===== src/gpu_command_decode_and_state_core_defines.svh =====
// Assertion macros shared by the command decode and state core.
`ifndef GPU_COMMAND_DECODE_AND_STATE_CORE_DEFINES_SVH
`define GPU_COMMAND_DECODE_AND_STATE_CORE_DEFINES_SVH
`ifndef SYNTHESIS
// Checks a property on every rising clock edge outside of reset.
`define GCD_ASSERT(lbl, prop, msg) \
    lbl: assert property (@(posedge clk) disable iff (!rst_n) (prop)) else $error(msg);
// Checks that a condition implies another on the same clock edge.
`define GCD_ASSERT_IMPLY(lbl, ante, cons, msg) \
    lbl: assert property (@(posedge clk) disable iff (!rst_n) (ante) |-> (cons)) \
        else $error(msg);
`else
`define GCD_ASSERT(lbl, prop, msg)
`define GCD_ASSERT_IMPLY(lbl, ante, cons, msg)
`endif
`endif


===== src/gcd_pkg.sv =====
// Types, command codes and constants of the command decode and state core.
`default_nettype none
package gcd_pkg;

    // Command kinds reported with each result.
    typedef enum logic [4:0] {
        K_UNKNOWN    = 5'd0,
        K_NOP        = 5'd1,
        K_FILL       = 5'd2,
        K_IRQ        = 5'd3,
        K_TRI        = 5'd4,
        K_QUAD       = 5'd5,
        K_LINE       = 5'd6,
        K_POLYLINE   = 5'd7,
        K_SPRITE     = 5'd8,
        K_COPY       = 5'd9,
        K_TO_VRAM    = 5'd10,
        K_FROM_VRAM  = 5'd11,
        K_DRAW_MODE  = 5'd12,
        K_TEX_WINDOW = 5'd13,
        K_AREA_TL    = 5'd14,
        K_AREA_BR    = 5'd15,
        K_OFFSET     = 5'd16,
        K_MASK       = 5'd17,
        K_RESET      = 5'd18,
        K_RESET_BUF  = 5'd19,
        K_IRQ_ACK    = 5'd20,
        K_DISP_EN    = 5'd21,
        K_DMA        = 5'd22,
        K_START      = 5'd23,
        K_HRANGE     = 5'd24,
        K_VRANGE     = 5'd25,
        K_DISP_MODE  = 5'd26
    } kind_t;

    // Screen geometry selected by the display mode byte.
    localparam logic [9:0] WIDTH_256  = 10'd256;
    localparam logic [9:0] WIDTH_320  = 10'd320;
    localparam logic [9:0] WIDTH_368  = 10'd368;
    localparam logic [9:0] WIDTH_512  = 10'd512;
    localparam logic [9:0] WIDTH_640  = 10'd640;
    localparam logic [8:0] HEIGHT_240 = 9'd240;
    localparam logic [8:0] HEIGHT_480 = 9'd480;

    // A sprite carries its palette in the third word.
    localparam logic [3:0] SPRITE_PALETTE_WORDS = 4'd3;
    localparam logic [3:0] GP1_LENGTH           = 4'd1;

    // One assembled command.
    typedef struct packed {
        logic        from_gp1;
        logic [7:0]  opcode;
        logic [3:0]  word_count;
        logic [31:0] first_word;
        logic [31:0] third_word;
    } cmd_t;

    // One result: kind, length and the register file after the update.
    typedef struct packed {
        logic [4:0]  command_kind;
        logic [3:0]  expected_words;
        logic [28:0] draw_state;
        logic [15:0] area_top_left;
        logic [15:0] area_bottom_right;
        logic [15:0] draw_offset;
        logic [29:0] display_state;
        logic [18:0] display_start;
        logic [23:0] horizontal_range;
        logic [19:0] vertical_range;
    } rsp_t;

    // Decoder output passed to the register file.
    typedef struct packed {
        kind_t      kind;
        logic [3:0] length;
    } decode_t;

    // Drawing and display register file.
    typedef struct packed {
        logic [10:0] draw_mode_bits;
        logic [14:0] sprite_palette;
        logic [15:0] area_top_left;
        logic [15:0] area_bottom_right;
        logic [15:0] draw_offset;
        logic [1:0]  mask_setting;
        logic        irq_flag;
        logic        display_on;
        logic [7:0]  display_mode_bits;
        logic [9:0]  screen_width;
        logic [8:0]  screen_height;
        logic [1:0]  dma_dir;
        logic [9:0]  vram_x_start;
        logic [8:0]  vram_y_start;
        logic [11:0] h_range_start;
        logic [11:0] h_range_end;
        logic [9:0]  v_range_start;
        logic [9:0]  v_range_end;
    } regs_t;

endpackage
`default_nettype wire


===== src/gcd_decoder.sv =====
// Opcode decoder: command kind and expected packet length.
`default_nettype none
module gcd_decoder (
    input  wire logic            from_gp1,
    input  wire logic [7:0]      opcode,
    output gcd_pkg::decode_t     decode
);
    import gcd_pkg::*;

    kind_t      gp0_kind;
    kind_t      gp1_kind;
    logic [3:0] gp0_length;

    // Drawing port command kinds by opcode range.
    always_comb
    begin
        unique case (opcode) inside
            8'h00, 8'h01:               gp0_kind = K_NOP;
            8'h02:                      gp0_kind = K_FILL;
            8'h1F:                      gp0_kind = K_IRQ;
            [8'h20:8'h27], [8'h30:8'h37]: gp0_kind = K_TRI;
            [8'h28:8'h2F], [8'h38:8'h3F]: gp0_kind = K_QUAD;
            [8'h40:8'h57]:              gp0_kind = K_LINE;
            [8'h58:8'h5F]:              gp0_kind = K_POLYLINE;
            [8'h60:8'h7F]:              gp0_kind = K_SPRITE;
            8'h80:                      gp0_kind = K_COPY;
            8'hA0:                      gp0_kind = K_TO_VRAM;
            8'hC0:                      gp0_kind = K_FROM_VRAM;
            8'hE1:                      gp0_kind = K_DRAW_MODE;
            8'hE2:                      gp0_kind = K_TEX_WINDOW;
            8'hE3:                      gp0_kind = K_AREA_TL;
            8'hE4:                      gp0_kind = K_AREA_BR;
            8'hE5:                      gp0_kind = K_OFFSET;
            8'hE6:                      gp0_kind = K_MASK;
            default:                    gp0_kind = K_UNKNOWN;
        endcase
    end

    // Display port command kinds.
    always_comb
    begin
        unique case (opcode)
            8'h00:   gp1_kind = K_RESET;
            8'h01:   gp1_kind = K_RESET_BUF;
            8'h02:   gp1_kind = K_IRQ_ACK;
            8'h03:   gp1_kind = K_DISP_EN;
            8'h04:   gp1_kind = K_DMA;
            8'h05:   gp1_kind = K_START;
            8'h06:   gp1_kind = K_HRANGE;
            8'h07:   gp1_kind = K_VRANGE;
            8'h08:   gp1_kind = K_DISP_MODE;
            default: gp1_kind = K_UNKNOWN;
        endcase
    end

    // Drawing port packet length in words; unlisted opcodes take one word.
    always_comb
    begin
        unique case (opcode) inside
            8'h02:                                     gp0_length = 4'd3;
            [8'h20:8'h23]:                             gp0_length = 4'd4;
            [8'h24:8'h27]:                             gp0_length = 4'd7;
            [8'h30:8'h33]:                             gp0_length = 4'd6;
            [8'h34:8'h37]:                             gp0_length = 4'd9;
            [8'h28:8'h2B]:                             gp0_length = 4'd5;
            [8'h2C:8'h2F]:                             gp0_length = 4'd9;
            [8'h38:8'h3B]:                             gp0_length = 4'd8;
            [8'h3C:8'h3F]:                             gp0_length = 4'd12;
            [8'h40:8'h47]:                             gp0_length = 4'd3;
            [8'h50:8'h57]:                             gp0_length = 4'd4;
            [8'h64:8'h67]:                             gp0_length = 4'd4;
            [8'h68:8'h6B], [8'h70:8'h73], [8'h78:8'h7B]: gp0_length = 4'd2;
            [8'h60:8'h63], [8'h6C:8'h6F],
            [8'h74:8'h77], [8'h7C:8'h7F]:              gp0_length = 4'd3;
            8'hA0, 8'hC0:                              gp0_length = 4'd3;
            8'h80:                                     gp0_length = 4'd4;
            default:                                   gp0_length = 4'd1;
        endcase
    end

    // Select by port.
    assign decode.kind   = from_gp1 ? gp1_kind : gp0_kind;
    assign decode.length = from_gp1 ? GP1_LENGTH : gp0_length;

endmodule
`default_nettype wire


===== src/gcd_regfile.sv =====
// Drawing and display register file with per-command update logic.
`default_nettype none
module gcd_regfile (
    input  wire logic             clk,
    input  wire logic             rst_n,
    input  wire logic             load,
    input  wire gcd_pkg::kind_t   kind,
    input  wire gcd_pkg::cmd_t    cmd,
    output gcd_pkg::regs_t        regs_next
);
    import gcd_pkg::*;

    regs_t      regs_reg;
    logic       has_words;
    logic [9:0] mode_width;
    logic [8:0] mode_height;

    assign has_words = (cmd.word_count != 4'd0);

    // Screen size from the display mode byte.
    always_comb
    begin
        if (cmd.first_word[6])
        begin
            mode_width = WIDTH_368;
        end
        else
        begin
            case (cmd.first_word[1:0])
                2'd0:    mode_width = WIDTH_256;
                2'd1:    mode_width = WIDTH_320;
                2'd2:    mode_width = WIDTH_512;
                default: mode_width = WIDTH_640;
            endcase
        end
        mode_height = (cmd.first_word[5] && cmd.first_word[2]) ? HEIGHT_480 : HEIGHT_240;
    end

    // Register effect of the command; commands that read the first word
    // need at least one word present.
    always_comb
    begin
        regs_next = regs_reg;
        if (load)
        begin
            unique case (kind)
                K_DRAW_MODE:
                    if (has_words) regs_next.draw_mode_bits = cmd.first_word[10:0];
                K_SPRITE:
                    if (cmd.word_count >= SPRITE_PALETTE_WORDS && cmd.opcode[2])
                        regs_next.sprite_palette = cmd.third_word[30:16];
                K_AREA_TL:
                    if (has_words) regs_next.area_top_left = cmd.first_word[15:0];
                K_AREA_BR:
                    if (has_words) regs_next.area_bottom_right = cmd.first_word[15:0];
                K_OFFSET:
                    if (has_words) regs_next.draw_offset = cmd.first_word[15:0];
                K_MASK:
                    if (has_words) regs_next.mask_setting = cmd.first_word[1:0];
                K_IRQ:
                    regs_next.irq_flag = 1'b1;
                K_IRQ_ACK:
                    regs_next.irq_flag = 1'b0;
                K_DISP_EN:
                    if (has_words) regs_next.display_on = ~cmd.first_word[0];
                K_DISP_MODE:
                    if (has_words)
                    begin
                        regs_next.display_mode_bits = cmd.first_word[7:0];
                        regs_next.screen_width      = mode_width;
                        regs_next.screen_height     = mode_height;
                    end
                K_DMA:
                    if (has_words) regs_next.dma_dir = cmd.first_word[1:0];
                K_START:
                    if (has_words)
                    begin
                        // The x start is always even.
                        regs_next.vram_x_start = {cmd.first_word[9:1], 1'b0};
                        regs_next.vram_y_start = cmd.first_word[18:10];
                    end
                K_HRANGE:
                    if (has_words)
                    begin
                        regs_next.h_range_start = cmd.first_word[11:0];
                        regs_next.h_range_end   = cmd.first_word[23:12];
                    end
                K_VRANGE:
                    if (has_words)
                    begin
                        regs_next.v_range_start = cmd.first_word[9:0];
                        regs_next.v_range_end   = cmd.first_word[19:10];
                    end
                K_RESET:
                    regs_next = '0;
                default:
                    regs_next = regs_reg;
            endcase
        end
    end

    // State registers.
    always_ff @(posedge clk or negedge rst_n)
    begin
        if (!rst_n)
        begin
            regs_reg <= '0;
        end
        else
        begin
            regs_reg <= regs_next;
        end
    end

endmodule
`default_nettype wire


===== src/gpu_command_decode_and_state_core.sv =====
// Path: a command's input transfer loads the input register; the result register then
// takes its result once that register is free or drains.
// Throughput: one command per cycle unless rsp_ready stalls the result register; decode
// and register update sit between the input register and the result register.
// Reset: rst_n clears the pipeline valid bits and the whole register file to zero.
// A display port reset command also clears the register file.
`default_nettype none
`include "gpu_command_decode_and_state_core_defines.svh"
module gpu_command_decode_and_state_core (
    input  wire logic          clk,
    input  wire logic          rst_n,
    input  wire logic          cmd_valid,
    output logic               cmd_ready,
    input  wire gcd_pkg::cmd_t cmd,
    output logic               rsp_valid,
    input  wire logic          rsp_ready,
    output gcd_pkg::rsp_t      rsp
);
    import gcd_pkg::*;

    logic    s1_valid_reg;
    cmd_t    s1_cmd_reg;
    logic    s1_advance;
    logic    rsp_valid_reg;
    rsp_t    rsp_reg;
    decode_t decode;
    regs_t   regs_next;
    rsp_t    rsp_next;

    // The input stage moves on when the result register is free or drains.
    assign s1_advance = s1_valid_reg && (!rsp_valid_reg || rsp_ready);
    assign cmd_ready  = !s1_valid_reg || s1_advance;

    // Input register.
    always_ff @(posedge clk or negedge rst_n)
    begin
        if (!rst_n)
        begin
            s1_valid_reg <= 1'b0;
        end
        else if (cmd_ready)
        begin
            s1_valid_reg <= cmd_valid;
        end
    end

    always_ff @(posedge clk)
    begin
        if (cmd_valid && cmd_ready)
        begin
            s1_cmd_reg <= cmd;
        end
    end

    gcd_decoder u_decoder (
        .from_gp1 (s1_cmd_reg.from_gp1),
        .opcode   (s1_cmd_reg.opcode),
        .decode   (decode)
    );

    gcd_regfile u_regfile (
        .clk       (clk),
        .rst_n     (rst_n),
        .load      (s1_advance),
        .kind      (decode.kind),
        .cmd       (s1_cmd_reg),
        .regs_next (regs_next)
    );

    // Pack the updated register file into the result.
    always_comb
    begin
        rsp_next.command_kind      = decode.kind;
        rsp_next.expected_words    = decode.length;
        rsp_next.draw_state        = {regs_next.irq_flag, regs_next.mask_setting,
                                      regs_next.sprite_palette, regs_next.draw_mode_bits};
        rsp_next.area_top_left     = regs_next.area_top_left;
        rsp_next.area_bottom_right = regs_next.area_bottom_right;
        rsp_next.draw_offset       = regs_next.draw_offset;
        rsp_next.display_state     = {regs_next.dma_dir, regs_next.screen_height,
                                      regs_next.screen_width, regs_next.display_mode_bits,
                                      regs_next.display_on};
        rsp_next.display_start     = {regs_next.vram_y_start, regs_next.vram_x_start};
        rsp_next.horizontal_range  = {regs_next.h_range_end, regs_next.h_range_start};
        rsp_next.vertical_range    = {regs_next.v_range_end, regs_next.v_range_start};
    end

    // Result register.
    always_ff @(posedge clk or negedge rst_n)
    begin
        if (!rst_n)
        begin
            rsp_valid_reg <= 1'b0;
        end
        else if (!rsp_valid_reg || rsp_ready)
        begin
            rsp_valid_reg <= s1_valid_reg;
        end
    end

    always_ff @(posedge clk)
    begin
        if (s1_advance)
        begin
            rsp_reg <= rsp_next;
        end
    end

    assign rsp_valid = rsp_valid_reg;
    assign rsp       = rsp_reg;

    // Display port commands always report a one-word packet.
    `GCD_ASSERT_IMPLY(a_gp1_length, rsp_valid_reg && rsp_reg.command_kind >= K_RESET,
        rsp_reg.expected_words == GP1_LENGTH, "display port command with length other than one")
    // A display port reset leaves every register at zero.
    `GCD_ASSERT_IMPLY(a_reset_clears, rsp_valid_reg && rsp_reg.command_kind == K_RESET,
        rsp_reg.draw_state == '0 && rsp_reg.display_state == '0 && rsp_reg.display_start == '0,
        "register file not cleared by reset command")
    // Interrupt set and acknowledge show in the pending bit of the same result.
    `GCD_ASSERT_IMPLY(a_irq_set, rsp_valid_reg && rsp_reg.command_kind == K_IRQ,
        rsp_reg.draw_state[28], "interrupt not pending after set")
    `GCD_ASSERT_IMPLY(a_irq_ack, rsp_valid_reg && rsp_reg.command_kind == K_IRQ_ACK,
        !rsp_reg.draw_state[28], "interrupt still pending after acknowledge")
    // A held input stage always has a command to hold.
    `GCD_ASSERT(a_ready_when_empty, s1_valid_reg || cmd_ready, "input blocked while stage empty")

endmodule
`default_nettype wire

===== config.mk =====
export PLATFORM = sky130hd
export DESIGN_NAME = gpu_command_decode_and_state_core
export DESIGN_NICKNAME = d
export VERILOG_FILES = /design/src/gcd_pkg.sv /design/src/gcd_decoder.sv /design/src/gcd_regfile.sv /design/src/gpu_command_decode_and_state_core.sv
export VERILOG_INCLUDE_DIRS = /design/src /design/src/src
export SDC_FILE = /design/constraint.sdc
export NUM_CORES = 1
export LEC_CHECK = 0
export BUFFER_PORTS_ARGS = -buffer_cell sky130_fd_sc_hd__buf_2
export CAP_MARGIN = 20
export CORE_UTILIZATION = 55
export CTS_CLUSTER_DIAMETER = 150
export DETAILED_ROUTE_END_ITERATION = 6
export GPL_TIMING_DRIVEN = 0
export HOLD_SLACK_MARGIN = 0.1
export PLACE_DENSITY = 0.76
export RECOVER_POWER = 50
export REMOVE_ABC_BUFFERS = 1
export SLEW_MARGIN = 20
export SYNTH_ARGS = -nofsm -noshare
export SYNTH_HDL_FRONTEND = slang
export SYNTH_SLANG_ARGS = --single-unit
export TNS_END_PERCENT = 100

===== constraint.sdc =====
create_clock -name clk -period 7 [get_ports clk]
set_input_delay 0.35 -clock clk [delete_from_list [all_inputs] [get_ports clk]]
set_output_delay 0.35 -clock clk [all_outputs]
set_load 0.005 [all_outputs]

==> flow_summary.json <==
{
  "fin_crit_ps": 4030,
  "critPathRequiredTime_ps": 7370,
  "design.core.area_um2": 25300,
  "clk_latency_ps": 520,
  "synth.distinct_cells": 62,
  "cts_buffers": 41,
  "ant_nets": 0,
  "synthXorXnorAreaFrac_pct": 0.185,
  "placed_area_um2": 15900,
  "drc": 0,
  "synth_mux_area_share_pct": 0.511,
  "antenna_cells": 0,
  "drt_iter0_drc": 742,
  "relSlewSlack_pct": -32.4,
  "finalHoldViolCount": 0,
  "post_cts_buffers": 0,
  "final_common_cell": "edfxtp_1",
  "grt_pass1_vias": 8486,
  "crit_path_end_kind": "register",
  "largest_register_ffs": 179,
  "avgRoutedWirePerCell_um": 21.9,
  "layout_common_cells": "edfxtp_1 (231), dfrtp_1 (172), a22o_1 (153)",
  "synth_area_per_cell_um2": 17.6,
  "io_pins": 262,
  "route.vias.total": 8437,
  "grt_pass1_wl_mm": 49.0,
  "die_h_um": 163,
  "synth_area_um2": 14200,
  "worst_slack_ps": 2970,
  "antenna_found_initial": 0,
  "fill_cells": 1703,
  "yosysWarnings": 0,
  "area_growth_pct": 23.5,
  "post-route-period-util_pct": 57.5,
  "synth_cells": 808,
  "globalRouteTotalUtil_pct": 24.6,
  "via_per_inst": 5.74,
  "ys_seq_area_share_pct": 79.9,
  "place_ws_ps": 3020,
  "drv_slew": 57,
  "floorplan.initialDensity_pct": 56.2,
  "fp-row-count": 58,
  "critPathKind": "reg -> reg",
  "crit_path_start": "s1_cmd_reg[72]$_DFFE_PP_",
  "violations": "max-capacitance violations, max-slew violations",
  "cts_root_buf": "clkbuf_16",
  "synth-adder-area-share_pct": 0.0882,
  "cts.sinks": 408,
  "synth-main-ff-cell": "edfxtp_1",
  "nets": 1190,
  "worstReg2RegStart": "s1_cmd_reg[72]$_DFFE_PP_",
  "portBuffers": 236,
  "first_pass_iters": 5,
  "arrival_ps": 4400,
  "gp_congestion": 0.819,
  "synth_top_family_by_area": "compound AO/OA/AOI/OAI gates",
  "die_area_um2": 26400,
  "cts_buffer_depth": 3,
  "powerDensity_nw_per_um2": 300,
  "synth-compound-area-share_pct": 12.4,
  "grt-ovfl-total": 0,
  "synth_edf_count": 231,
  "cts_resized": 0,
  "cts_tree": "yes",
  "drive_above_1_share_pct": 18.8,
  "max_freq_ghz": 0.248,
  "p_leak_nw": 7.35,
  "stdcell_area_um2": 17500,
  "grt_max_degree": 101,
  "fp.dieW_um": 163,
  "rsz0062_at_grt": "no",
  "min_path_type": "in -> reg",
  "p_total_mw": 5.26,
  "clk_pin_slew_ps": 60,
  "setup_viol": 0,
  "hp-start": "rsp_ready",
  "htreeDepth": 2,
  "cap_viol_max_count": 2,
  "drt-total-wl_mm": 32.2,
  "hpwl_mm": 19.4,
  "synth-simple-area-share_pct": 4.93,
  "fin_tns_setup_ps": 0,
  "fin_skew_ps": 15.0,
  "worstMarginPinSlew_ps": 1990,
  "status": "finished, violations left",
  "ys_seq_elements": 408,
  "ir_drop_mv": 0.202,
  "whs_path_depth": 3,
  "crit_fanout": 18,
  "worstSetupStartpointType": "register",
  "reg2reg_depth": 7,
  "async_flop_share_pct": 42.2
}
-- cell usage after synthesis, types with 3 or more instances --
library cell    n  area share, %
nand4_1         4           0.18
nor4_1          4           0.18
buf_2          18           0.63
or3_1           4           0.18
nor2_1         21           0.56
nor3_1          4           0.14
buf_4           7           0.37
and3_1          3           0.13
o21a_1          3           0.16
a31oi_1         3           0.13
a22o_1        153            9.4
a21o_1          4           0.21
nand2b_1        6           0.26
nand3_1        14           0.49
inv_1          12           0.32
nand2_1        24           0.63
nor4b_1         3           0.19
dfxtp_1         5           0.71
a21oi_1         9           0.32
and2_1         13           0.57
inv_2           3          0.079
dfrtp_1       172             30
edfxtp_1      231             49
clkbuf_1       15           0.40
buf_1           5           0.13
o21ai_0        14           0.49
mux2i_1         5           0.35
-- power by group --
group	total, mW	switching [mW]	internal, mW
registers	2.81	0.0778	2.74
clock network	2.11	0.863	1.25
logic	0.329	0.194	0.135
total	5.26	1.13	4.12
-- critical path: stages, from the launching register on --
cell	delay, ps
edfxtp_1	640
nor4_4	490
nand3_2	180
and3_1	250
a22oi_2	550
and3_1	550
nor3b_4	880
a22o_1	320
-- layer usage --
layer | part of all wire, % | vias to the layer above | GRT usage [%]
met4 | 2.8 | 0 | 8.84
met5 | 0 | - | 0
li1 | - | 3754 | -
met2 | 49 | 357 | 39.7
met3 | 6.9 | 68 | 5.25
met1 | 42 | 4258 | 33.5
-- logic make-up (layout without fill, tap and decap cells) --
logic type | after synthesis | count (layout)
DFF | 408 | 408
AOI/OAI and AO/OA | 209 | 209
and+or+nand+nor | 119 | 119
buffers and inverters | 61 | 393
muxes | 7 | 7
xor gates and xnor gates | 3 | 3
adders and majority gates | 1 | 1
-- path summary, 6_finish.rpt --
check | endpoint | slack, ps
setup / recovery | rsp[58]$_DFFE_PP_ | 2970
hold / removal | rsp_valid$_DFFE_PN0P_ | 140
hold reg to reg | u_regfile.regs_reg[67]$_DFF_PN0_ | 480
setup reg to reg | rsp[58]$_DFFE_PP_ | 2970
min in group asynchronous | u_regfile.regs_reg[46]$_DFF_PN0_ | 740
max in group asynchronous | u_regfile.regs_reg[65]$_DFF_PN0_ | 4820
-- through the flow --
| stage | instances | utilization, % | hold slack [ps] |
|---|---|---|---|
| after global routing | 1470 | 69.4 | 140 |
| after floorplan | 762 | - | 54.4 |
| final | 1470 | 69.4 | 139 |
| after detailed placement | 1341 | 62.8 | 205 |
| after global placement | 1328 | 61.6 | 453 |
| after CTS | 1470 | 70.1 | 118 |
-- timing repair --
item,4_1_cts,5_1_grt
setup endpoints to repair,0,0
endpoints found under the hold margin,146,0
hold buffers,54,0
-- area by class of cell --
class,count,area (µm²),share of cell area (%)
clock inverter,16,163,0.928
timing repair buffer,303,1780,10.2
sequential,408,11300,64.7
multi-input combinational,339,2620,15.0
clock buffer,59,1140,6.53
inverter,15,65.1,0.371
tap,330,413,2.36
(Power assumes the default switching activity.)
